`src/rtl/ftcl_pkg.sv`:
```
// Package: shared types and constants of the fog coefficient lookup.
`timescale 1ns / 1ps
`default_nettype none
package ftcl_pkg;

    localparam int TABLE_ENTRIES = 128;
    localparam int IDX_W         = 7;
    localparam int ENTRY_W       = 16;
    localparam int LEVEL_W       = 27;
    localparam int FRAC_W        = 19;
    localparam int MANT_W        = 23;

    localparam logic [23:0]       SIG_HIGH      = 24'hFFFFF9;
    localparam logic [MANT_W-1:0] Z_HIGH_MANT   = 23'h7FFFF9;
    localparam logic signed [10:0] K_NORM_OFFSET = 11'sd157;
    localparam logic signed [10:0] K_SUB_OFFSET  = 11'sd156;

    typedef enum logic [1:0] {
        CLAMP_NONE = 2'd0,
        CLAMP_LOW  = 2'd1,
        CLAMP_HIGH = 2'd2
    } clamp_t;

    typedef struct packed {
        logic                 cmd;
        logic [IDX_W-1:0]     entry_index;
        logic [ENTRY_W-1:0]   entry_data;
        logic                 bad;
        clamp_t               clamp;
        logic [31:0]          prod;
        logic signed [10:0]   k;
    } s1_t;

    typedef struct packed {
        logic                 cmd;
        logic [IDX_W-1:0]     entry_index;
        logic [ENTRY_W-1:0]   entry_data;
        logic                 bad;
        clamp_t               clamp;
        logic [31:0]          prod;
        logic [4:0]           lzc;
        logic [2:0]           ez;
    } s2_t;

    typedef struct packed {
        logic                 cmd;
        logic [IDX_W-1:0]     entry_index;
        logic [ENTRY_W-1:0]   entry_data;
        logic                 bad;
        logic [IDX_W-1:0]     table_idx;
        logic [FRAC_W-1:0]    frac;
    } s3_t;

    typedef struct packed {
        logic                 bad;
        logic [FRAC_W-1:0]    frac;
    } s4_t;

    typedef struct packed {
        logic                 bad;
        logic [7:0]           cur;
        logic signed [28:0]   iprod;
    } s5_t;

endpackage
`default_nettype wire

```
`src/rtl/ftcl_ram.sv`:
```
// Generic simple dual-port RAM with registered read.
`timescale 1ns / 1ps
`default_nettype none
module ftcl_ram #(
    parameter int WIDTH = 16,
    parameter int DEPTH = 128
) (
    input  wire logic                     clk,
    input  wire logic                     wr_en,
    input  wire logic [$clog2(DEPTH)-1:0] wr_addr,
    input  wire logic [WIDTH-1:0]         wr_data,
    input  wire logic                     rd_en,
    input  wire logic [$clog2(DEPTH)-1:0] rd_addr,
    output logic      [WIDTH-1:0]         rd_data
);

    logic [WIDTH-1:0] mem [DEPTH];

    always_ff @(posedge clk) begin
        if (wr_en) begin
            mem[wr_addr] <= wr_data;
        end
        if (rd_en) begin
            rd_data <= mem[rd_addr];
        end
    end

endmodule
`default_nettype wire

```
`src/rtl/fog_table_coefficient_lookup.sv`:
```
// Throughput: one beat per cycle while m_tready does not stall the output; table write beats produce no result.
// Stages: multiply, leading-zero count, normalise/round/clamp, table read,
//   interpolation multiply, final add into the output register.
// Reset: synchronous, clears valid bits and the density register; table
//   contents are undefined until written.
`timescale 1ns / 1ps
`default_nettype none
module fog_table_coefficient_lookup (
    input  wire logic        aclk,
    input  wire logic        aresetn,
    input  wire logic        cfg_wen,
    input  wire logic [15:0] cfg_wdata,
    input  wire logic        s_tvalid,
    output logic             s_tready,
    input  wire logic [55:0] s_tdata,   // entry_index, entry_data, reciprocal_depth_bits, pad
    input  wire logic        s_tuser,   // command
    output logic             m_tvalid,
    input  wire logic        m_tready,
    output logic      [31:0] m_tdata,   // fog_level, pad
    output logic             m_tuser    // bad_depth
);

    logic [15:0] packed_density_reg;

    logic v1_reg, v2_reg, v3_reg, v4_reg, v5_reg, m_tvalid_reg;
    logic rdy1, rdy2, rdy3, rdy4, rdy5, rdy6;

    ftcl_pkg::s1_t s1_reg, s1_next;
    ftcl_pkg::s2_t s2_reg, s2_next;
    ftcl_pkg::s3_t s3_reg, s3_next;
    ftcl_pkg::s4_t s4_reg, s4_next;
    ftcl_pkg::s5_t s5_reg, s5_next;
    logic [ftcl_pkg::LEVEL_W-1:0] level_reg, level_next;
    logic                         bad_reg;

    logic                          ram_wr_en, ram_rd_en;
    logic [ftcl_pkg::ENTRY_W-1:0]  ram_rd_data;

    assign rdy6     = !m_tvalid_reg || m_tready;
    assign rdy5     = !v5_reg || rdy6;
    assign rdy4     = !v4_reg || rdy5;
    assign rdy3     = !v3_reg || rdy4;
    assign rdy2     = !v2_reg || rdy3;
    assign rdy1     = !v1_reg || rdy2;
    assign s_tready = rdy1;

    always_ff @(posedge aclk) begin
        if (!aresetn) begin
            packed_density_reg <= '0;
        end else if (cfg_wen) begin
            packed_density_reg <= cfg_wdata;
        end
    end

    // Stage 1: decode and mantissa product
    always_comb begin
        logic [31:0] rbits;
        logic [7:0]  er;
        logic [22:0] mant;
        logic [7:0]  dm;
        logic [7:0]  de;
        logic [23:0] sig24;
        rbits = s_tdata[54:23];
        er    = rbits[30:23];
        mant  = rbits[22:0];
        dm    = packed_density_reg[15:8];
        de    = packed_density_reg[7:0];
        sig24 = {er != 8'd0, mant};
        s1_next.cmd         = s_tuser;
        s1_next.entry_index = s_tdata[6:0];
        s1_next.entry_data  = s_tdata[22:7];
        s1_next.bad         = ((er == 8'hFF) && (mant != 23'd0))
                            || (rbits[31] && (rbits[30:0] != 31'd0));
        s1_next.prod        = {24'd0, dm} * {8'd0, sig24};
        s1_next.k           = $signed({{3{de[7]}}, de})
                            + ((er != 8'd0) ? ($signed({3'b000, er}) - ftcl_pkg::K_NORM_OFFSET)
                                            : -ftcl_pkg::K_SUB_OFFSET);
        priority if (dm == 8'd0) begin
            s1_next.clamp = ftcl_pkg::CLAMP_LOW;
        end else if (er == 8'hFF) begin
            s1_next.clamp = ftcl_pkg::CLAMP_HIGH;
        end else if (rbits[30:0] == 31'd0) begin
            s1_next.clamp = ftcl_pkg::CLAMP_LOW;
        end else begin
            s1_next.clamp = ftcl_pkg::CLAMP_NONE;
        end
    end

    // Stage 2: leading-one position and result exponent
    always_comb begin
        logic [4:0]         msb;
        logic signed [10:0] ez;
        msb = '0;
        for (int i = 0; i < 32; i++) begin
            if (s1_reg.prod[i]) begin
                msb = 5'(i);
            end
        end
        ez = $signed({6'd0, msb}) + s1_reg.k;
        s2_next.cmd         = s1_reg.cmd;
        s2_next.entry_index = s1_reg.entry_index;
        s2_next.entry_data  = s1_reg.entry_data;
        s2_next.bad         = s1_reg.bad;
        s2_next.prod        = s1_reg.prod;
        s2_next.lzc         = ~msb;
        s2_next.ez          = ez[2:0];
        priority if (s1_reg.clamp != ftcl_pkg::CLAMP_NONE) begin
            s2_next.clamp = s1_reg.clamp;
        end else if (ez < 11'sd0) begin
            s2_next.clamp = ftcl_pkg::CLAMP_LOW;
        end else if (ez > 11'sd7) begin
            s2_next.clamp = ftcl_pkg::CLAMP_HIGH;
        end else begin
            s2_next.clamp = ftcl_pkg::CLAMP_NONE;
        end
    end

    // Stage 3: normalise, round to nearest even, clamp, form index
    always_comb begin
        logic [31:0]                  pn;
        logic                         rnd;
        logic [24:0]                  sum;
        ftcl_pkg::clamp_t             clamp3;
        logic [2:0]                   ez3;
        logic [ftcl_pkg::MANT_W-1:0]  mant3;
        logic [2:0]                   ez_f;
        logic [ftcl_pkg::MANT_W-1:0]  mant_f;
        pn     = s2_reg.prod << s2_reg.lzc;
        rnd    = pn[7] && ((pn[6:0] != 7'd0) || pn[8]);
        sum    = {1'b0, pn[31:8]} + {24'd0, rnd};
        clamp3 = s2_reg.clamp;
        ez3    = s2_reg.ez;
        mant3  = sum[22:0];
        if (s2_reg.clamp == ftcl_pkg::CLAMP_NONE) begin
            if (sum[24]) begin
                mant3 = '0;
                if (s2_reg.ez == 3'd7) begin
                    clamp3 = ftcl_pkg::CLAMP_HIGH;
                end else begin
                    ez3 = s2_reg.ez + 3'd1;
                end
            end else if ((s2_reg.ez == 3'd7) && (sum[23:0] > ftcl_pkg::SIG_HIGH)) begin
                clamp3 = ftcl_pkg::CLAMP_HIGH;
            end
        end
        unique case (clamp3)
            ftcl_pkg::CLAMP_LOW: begin
                ez_f   = 3'd0;
                mant_f = '0;
            end
            ftcl_pkg::CLAMP_HIGH: begin
                ez_f   = 3'd7;
                mant_f = ftcl_pkg::Z_HIGH_MANT;
            end
            default: begin
                ez_f   = ez3;
                mant_f = mant3;
            end
        endcase
        s3_next.cmd         = s2_reg.cmd;
        s3_next.entry_index = s2_reg.entry_index;
        s3_next.entry_data  = s2_reg.entry_data;
        s3_next.bad         = s2_reg.bad;
        s3_next.table_idx   = {ez_f, mant_f[22:19]};
        s3_next.frac        = mant_f[ftcl_pkg::FRAC_W-1:0];
    end

    // Stage 4: table access; writes retire here
    assign ram_wr_en = v3_reg && rdy4 && !s3_reg.cmd;
    assign ram_rd_en = v3_reg && rdy4 && s3_reg.cmd;

    ftcl_ram #(
        .WIDTH(ftcl_pkg::ENTRY_W),
        .DEPTH(ftcl_pkg::TABLE_ENTRIES)
    ) u_table (
        .clk     (aclk),
        .wr_en   (ram_wr_en),
        .wr_addr (s3_reg.entry_index),
        .wr_data (s3_reg.entry_data),
        .rd_en   (ram_rd_en),
        .rd_addr (s3_reg.table_idx),
        .rd_data (ram_rd_data)
    );

    assign s4_next.bad  = s3_reg.bad;
    assign s4_next.frac = s3_reg.frac;

    // Stage 5: (next - current) * fraction
    always_comb begin
        logic signed [8:0] diff;
        diff = $signed({1'b0, ram_rd_data[7:0]}) - $signed({1'b0, ram_rd_data[15:8]});
        s5_next.bad   = s4_reg.bad;
        s5_next.cur   = ram_rd_data[15:8];
        s5_next.iprod = diff * $signed({1'b0, s4_reg.frac});
    end

    // Stage 6: current * 2^19 + product
    always_comb begin
        logic signed [28:0] level_sum;
        level_sum  = $signed({2'b00, s5_reg.cur, 19'd0}) + s5_reg.iprod;
        level_next = s5_reg.bad ? '0 : level_sum[ftcl_pkg::LEVEL_W-1:0];
    end

    always_ff @(posedge aclk) begin
        if (!aresetn) begin
            v1_reg       <= 1'b0;
            v2_reg       <= 1'b0;
            v3_reg       <= 1'b0;
            v4_reg       <= 1'b0;
            v5_reg       <= 1'b0;
            m_tvalid_reg <= 1'b0;
        end else begin
            if (rdy1) begin
                v1_reg <= s_tvalid;
            end
            if (rdy2) begin
                v2_reg <= v1_reg;
            end
            if (rdy3) begin
                v3_reg <= v2_reg;
            end
            if (rdy4) begin
                v4_reg <= v3_reg && s3_reg.cmd;
            end
            if (rdy5) begin
                v5_reg <= v4_reg;
            end
            if (rdy6) begin
                m_tvalid_reg <= v5_reg;
            end
        end
    end

    always_ff @(posedge aclk) begin
        if (rdy1) begin
            s1_reg <= s1_next;
        end
        if (rdy2) begin
            s2_reg <= s2_next;
        end
        if (rdy3) begin
            s3_reg <= s3_next;
        end
        if (rdy4) begin
            s4_reg <= s4_next;
        end
        if (rdy5) begin
            s5_reg <= s5_next;
        end
        if (rdy6) begin
            level_reg <= level_next;
            bad_reg   <= s5_reg.bad;
        end
    end

    assign m_tvalid = m_tvalid_reg;
    assign m_tdata  = {5'd0, level_reg};
    assign m_tuser  = bad_reg;

`ifndef SYNTHESIS
    a_ram_port_excl: assert property (@(posedge aclk) disable iff (!aresetn)
        !(ram_wr_en && ram_rd_en))
        else $error("table write and read in the same cycle");

    a_ram_data_held: assert property (@(posedge aclk) disable iff (!aresetn)
        (v4_reg && !rdy5) |-> !ram_rd_en)
        else $error("table read data overwritten while stage 4 stalled");

    a_bad_level_zero: assert property (@(posedge aclk) disable iff (!aresetn)
        (m_tvalid && m_tuser) |-> (m_tdata == 32'd0))
        else $error("bad depth beat with nonzero level");

    a_level_range: assert property (@(posedge aclk) disable iff (!aresetn)
        m_tvalid |-> (m_tdata <= 32'd133693440))
        else $error("fog level above full scale");
`endif

endmodule
`default_nettype wire
```
`config.mk`:
```
export PLATFORM = sky130hd
export DESIGN_NAME = fog_table_coefficient_lookup
export DESIGN_NICKNAME = d
export VERILOG_FILES = /design/src/rtl/ftcl_pkg.sv /design/src/rtl/ftcl_ram.sv /design/src/rtl/fog_table_coefficient_lookup.sv
export SDC_FILE = /design/constraint.sdc
export NUM_CORES = 2
export LEC_CHECK = 0
export ABC_CLOCK_PERIOD_IN_PS = 8470
export BUFFER_PORTS_ARGS = -buffer_cell sky130_fd_sc_hd__buf_2
export CAP_MARGIN = 20
export CORE_ASPECT_RATIO = 1.75
export CORE_UTILIZATION = 55
export CTS_CLUSTER_DIAMETER = 100
export DETAILED_ROUTE_END_ITERATION = 8
export GPL_ROUTABILITY_DRIVEN = 0
export HOLD_SLACK_MARGIN = 0.15
export PLACE_DENSITY = 0.71
export SETUP_SLACK_MARGIN = 0.2
export SYNTH_ARGS = -nofsm -noshare
export SYNTH_HDL_FRONTEND = slang
export SYNTH_SLANG_ARGS = --single-unit
```
`constraint.sdc`:
```
create_clock -name aclk -period 8.47 [get_ports aclk]
set_input_delay 0.4235 -clock aclk [delete_from_list [all_inputs] [get_ports aclk]]
set_output_delay 0.4235 -clock aclk [all_outputs]
set_load 0.1 [all_outputs]
```
* Yosys cells after proc, flatten, opt, wreduce, memory -nomap -nowiden
Memories as Yosys holds them, arrays and structs flattened. A register that Yosys moved wholly into a read port is not among the register bits.
Index checks and enable logic that the tools add are counted.
** Storage, ports and cells
- Register bits after elaboration :: 294
- RAM bits :: 2048
- Word-level logic and storage cells :: 135
- Memories :: 1
- Input bits :: 78
- Output and inout bits :: 35
** Cells by class
- Equality and inequality tests :: 4
- Multipliers :: 2
- Bitwise gates (word level) :: 1
- Add/sub/neg operators :: 7
- Reduce and logical (&&, ||, !) cells :: 31
- Mux-type cells :: 50
- $lt $le $gt $ge :: 3
- Shift operators :: 1
** Memories
- u_table.mem :: depth 128, width 16, read ports 1, clocked after Yosys merged registers in 1, write ports 1, line ftcl_ram.sv:17 : logic [WIDTH-1:0] mem [DEPTH];
** Operators with widths (count)
- 2-to-1 mux 5 bit :: 30
- 2-to-1 mux 23 bit :: 2
- one-hot mux 23 bit (2 select lines) :: 1
- multiplier 8 x 24 -> 32 bit :: 1
- << shifter 32 x 5 -> 32 bit :: 1
- logical NOT 31 bit :: 1
- nonzero test 31 bit :: 1
- adder 27 bit :: 1
- multiplier 9 x 20 -> 27 bit :: 1
- adder 24 x 1 -> 25 bit :: 1
- > comparator 24 bit (second input constant) :: 1
- nonzero test 23 bit :: 1
- 2-to-1 mux 2 bit :: 8
- adder 6 x 11 -> 11 bit :: 1
- adder 8 x 11 -> 11 bit :: 1
- > comparator 11 x 4 -> 1 bit (second input constant) :: 1
- < comparator 11 x 1 -> 1 bit (second input constant) :: 1
- 2-to-1 mux 11 bit :: 1
- 2-to-1 mux 3 bit :: 3
- subtractor 8 x 8 -> 9 bit :: 1
- subtractor 8 x 8 -> 9 bit (second input constant) :: 1
- equality test 8 bit (second input constant) :: 1
- logical AND 1 bit :: 8
- logical NOT 8 bit :: 1
- 13 further kinds :: 29

* Logic depth before layout (Yosys ltp)
- Depth after elaboration :: 36
- Gate-level depth with buffers :: 30
- Depth with buffers taken out :: 30

* By module
Synthesis repeated with hierarchy kept, for this count alone.
** Unflattened totals
- Cell total of the unflattened synthesis :: 5361
- Area total of the unflattened synthesis :: 103611.9 µm²
** By module, submodules not included
- ftcl_ram :: seq. area each 61979.4 µm², times used 1, area an instance 78683.0 µm², cells an instance 3086
- fog_table_coefficient_lookup :: seq. area each 8608.3 µm², times used 1, area an instance 24928.9 µm², cells an instance 2275

* Worst setup path before layout
No wires, ideal clock.
- Kind :: register to register
- Start point :: reg u_table.rd_data[0], read port of u_table.mem
- End point :: reg s5_reg[26] (netlist name) (data pin)
- Arrival :: 6.912 ns
- Path slack :: 1.384 ns
- Data required time :: 8.296 ns
- Path buffers :: 1
- Library setup time :: 0.174 ns
- Cell stages (with the launch flop) :: 30
- Period minus slack after synthesis :: 7.086 ns
- Path through :: edfxtp_1 inv_1 ha_1 inv_1 fa_1 a21o_1 a21oi_1 o21bai_1 a21oi_1 xnor2_1 clkbuf_1 nand2_1 fa_1 fa_1 inv_1 fa_1 fa_1 inv_1 fa_1 inv_1 ha_1 inv_1 o21ai_0 nand2_1 o2111a_1 nor3_1 nor2_1 a2111oi_0 o32ai_1 a311oi_1
** RTL lines
- start, declared :: line ftcl_ram.sv:14 : output logic [WIDTH-1:0] rd_data
- end signal, assigned :: line fog_table_coefficient_lookup.sv:248 : s5_reg <= s5_next;
- end, declared :: line fog_table_coefficient_lookup.sv:32 : ftcl_pkg::s5_t s5_reg, s5_next;

==> impl_metrics.py <==
metrics = {
    "outcome": {
        "status": "finished clean",
    },
    "setup_path": {
        "max_stage_delay_ps": 600,
        "cp-startpoint": "u_table.rd_data[0]",
        "cp_max_fo": 7,
        "r2r_cells": 28,
        "worst_setup_path_end_kind": "register",
        "cp-endpoint": "s5_reg[26]",
        "cp.arrival_ps": 8330,
        "reg2reg_from": "u_table.rd_data[0]",
        "worstPathRequired_ps": 9090,
        "critPathSlowestCell": "a2111oi_1",
        "r2r-end": "s5_reg[26]",
        "criticalPathCategory": "register to register",
        "ff2ff_setup_slack_ps": 770,
        "critPathLaunchType": "register",
    },
    "detailed_routing": {
        "wirelength_mm": 215,
        "first_pass_iters": 7,
        "vias": 49900,
        "routed_via_density": 6.04,
        "wire_per_inst_microns": 26.0,
        "dr.first_iter.drc_count": 3780,
        "ant_nets": 0,
        "drcViolationCount": 0,
    },
    "clock_tree": {
        "clock_sinks": 2358,
        "cts_tree": "yes",
        "cts_max_path_buffers": 4,
        "htreeDepth": 4,
        "path_clk_slew_ps": 70,
        "cts-root-buf": "clkbuf_16",
        "clock_latency_ps": 860,
        "post_cts_buffers": 0,
        "cts_made_buffers": 200,
    },
    "placement": {
        "place_hpwl_mm": 138,
        "dpl.cell_count": 7823,
        "place_area_sq_um": 108000,
        "portBuffers": 106,
    },
    "synth": {
        "ys_ff_latch": 2358,
        "ys_warn_count": 0,
        "syn_avg_cell_area_sq_um": 19.4,
        "synth_flop_cell": "edfxtp_1",
        "syn_area_sq_um": 103000,
        "syn_inst": 5337,
        "synth_cell_types": 87,
        "seq_area_frac_synth": 0.682,
        "synth_edf_count": 2336,
        "async_reset_ff_frac": 0,
    },
    "cells_and_area": {
        "largest_reg_flops": 2048,
        "final_nets": 6164,
        "fin_cells": 8266,
        "fill_cells": 13000,
        "drive_gt1_frac": 0.232,
        "seqCellArea_sq_um": 70600,
        "multi_input_area_sq_um": 30700,
        "areaGrowthSynthToFinish_pct": 10.9,
        "final_area_sq_um": 115000,
    },
    "timing": {
        "drv_slew": 0,
        "post-route-period-util": 0.910,
        "holdWs_ps": 240,
        "min_period_ps": 7700,
        "final.setup.tns_ps": 0,
        "maxSlewHeadroom": 0.266,
        "fmax_ghz": 0.130,
        "rsz0062_at_grt": "false",
        "hold_viol_final": 0,
        "skew_ps": 70.4,
        "worst_pin_slew_ps": 1100,
        "report.final.setup_viol": 0,
    },
    "power": {
        "ir_worst_vdd_v": 0.000621,
        "p_leak_nw": 38.3,
        "power.total_mw": 37.7,
        "p_per_area_nw_per_um2": 328,
    },
    "global_routing": {
        "grt_pass1_wl_mm": 326,
        "grt_use_total": 0.230,
        "grt_pass1_vias": 52900,
        "grt_start_max_net_pins": 170,
        "antenna_found_initial": 11,
        "globalRouteOverflowTotal": 0,
    },
    "die": {
        "dieArea_sq_um": 190000,
        "rows": 210,
        "ioPinCount": 113,
        "start_util": 0.553,
        "die_x_microns": 330,
        "die_h_microns": 576,
        "core_region_area_sq_um": 187000,
    },
    "hold_path": {
        "worstHoldPathType": "primary input to register",
    },
    "job": {
        "maxCapViolations": 0,
    },
}
-- Yosys cell counts (all sizes together), types with 12 or more instances --
library cell	n	area share
a21o	38	0.0028
a21oi	74	0.0036
and2	147	0.0089
buf	80	0.0043
clkbuf	176	0.0064
dfxtp	22	0.0043
edfxtp	2336	0.68
fa	256	0.050
ha	152	0.018
inv	302	0.011
mux2	34	0.0037
mux2i	46	0.0044
mux4	709	0.15
nand2	260	0.0095
nand2b	52	0.0032
nand3	33	0.0016
nor2	218	0.0079
nor2b	55	0.0033
nor3	36	0.0017
nor4	18	0.0014
o21ai	59	0.0029
o21bai	12	0.00091
o31ai	13	0.00094
xnor2	52	0.0044
xor2	40	0.0034
-- area by class of cell --
type | instances | share of cell area
Tap cell | 2438 | 0.0266
Clock inverter | 111 | 0.00806
Antenna cell | 6 | 0.000131
Timing Repair Buffer | 391 | 0.0276
Multi-Input combinational cell | 2425 | 0.268
Clock buffer | 235 | 0.0453
Inverter | 302 | 0.00987
Sequential cell | 2358 | 0.615
-- worst max-delay path: cells and delay by family, from the launching register on --
family | cells | cell delay, ps
adders and majority gates | 8 | 3350
AOI/OAI and AO/OA | 9 | 2250
and+or+nand+nor | 4 | 850
DFF | 1 | 370
xor gates and xnor gates | 1 | 370
buffers and inverters | 6 | 320
-- repair_timing --
| action | in CTS | in global routing |
|---|---|---|
| resized for setup | 0 | 1 |
| endpoints found under the hold margin | 50 | 0 |
| hold buffers | 81 | 0 |
| endpoints found under the setup margin | 0 | 1 |
-- cells in the final DEF (no fill, tap or decap), types with 19 or more instances in the layout --
master	synthesis	routed
o21ai_0	40	40
o21ai_1	19	19
fa_1	256	256
mux4_2	699	699
dlygate4sd3_1	0	81
inv_1	301	300
a21o_1	38	38
edfxtp_1	2336	2336
clkinv_2	0	36
nand3_1	33	32
mux2i_1	46	46
nand2b_1	51	51
xor2_1	40	40
ha_1	152	152
clkbuf_1	175	32
buf_2	7	106
buf_4	5	184
clkbuf_16	0	203
nor2b_1	55	55
nand2_1	258	256
mux2_2	33	33
a21oi_1	74	74
and2_1	146	146
dfxtp_1	22	22
nor3_1	36	36
nor2_1	218	205
xnor2_1	52	52
clkinv_1	0	42
-- power breakdown --
group          switching [mW]  total (mW)  internal [mW]
registers               0.420        14.1           13.7
logic                    8.11        14.7           6.63
clock network            3.99        8.80           4.81
-- stage by stage --
step	utilization	setup WS, ps
2_1_floorplan	-	1380
3_3_place_gp	0.575	831
3_5_place_dp	0.575	665
4_1_cts	0.612	639
5_1_grt	0.614	328
6_report	0.614	766
-- cells by family after synthesis --
family / count (synthesis) / share of synthesized area
buf+inv: 558 / 0.0216
simple gates: 858 / 0.0403
other cells: 1 / 0.0000362
mux: 789 / 0.163
compound gates: 273 / 0.0175
flops: 2358 / 0.682
fa+ha+maj: 408 / 0.0679
xor+xnor: 92 / 0.00779
-- layer usage --
layer | wire length (microns) | vias to the layer above | GRT usage | part of all wire
met3 | 9950 | 387 | 0.0238 | 0.046
met2 | 116000 | 1549 | 0.415 | 0.54
li1 | - | 21600 | - | -
met5 | 14 | - | 0 | 0.000065
met1 | 80500 | 26300 | 0.290 | 0.37
met4 | 7670 | 2 | 0.0794 | 0.036
-- worst min path at each step --
stage                            end        start  cells after the start
after floorplan           s2_reg[42]   s1_reg[45]                      0
after global placement    s3_reg[35]   s2_reg[51]                      0
after detailed placement  s2_reg[57]   s1_reg[60]                      0
after CTS                 s1_reg[44]  s_tdata[50]                      4
after global routing       s1_reg[0]  s_tdata[46]                      3
final                      s1_reg[0]  s_tdata[46]                      3
No activity file was read; power rests on OpenSTA's default activity.
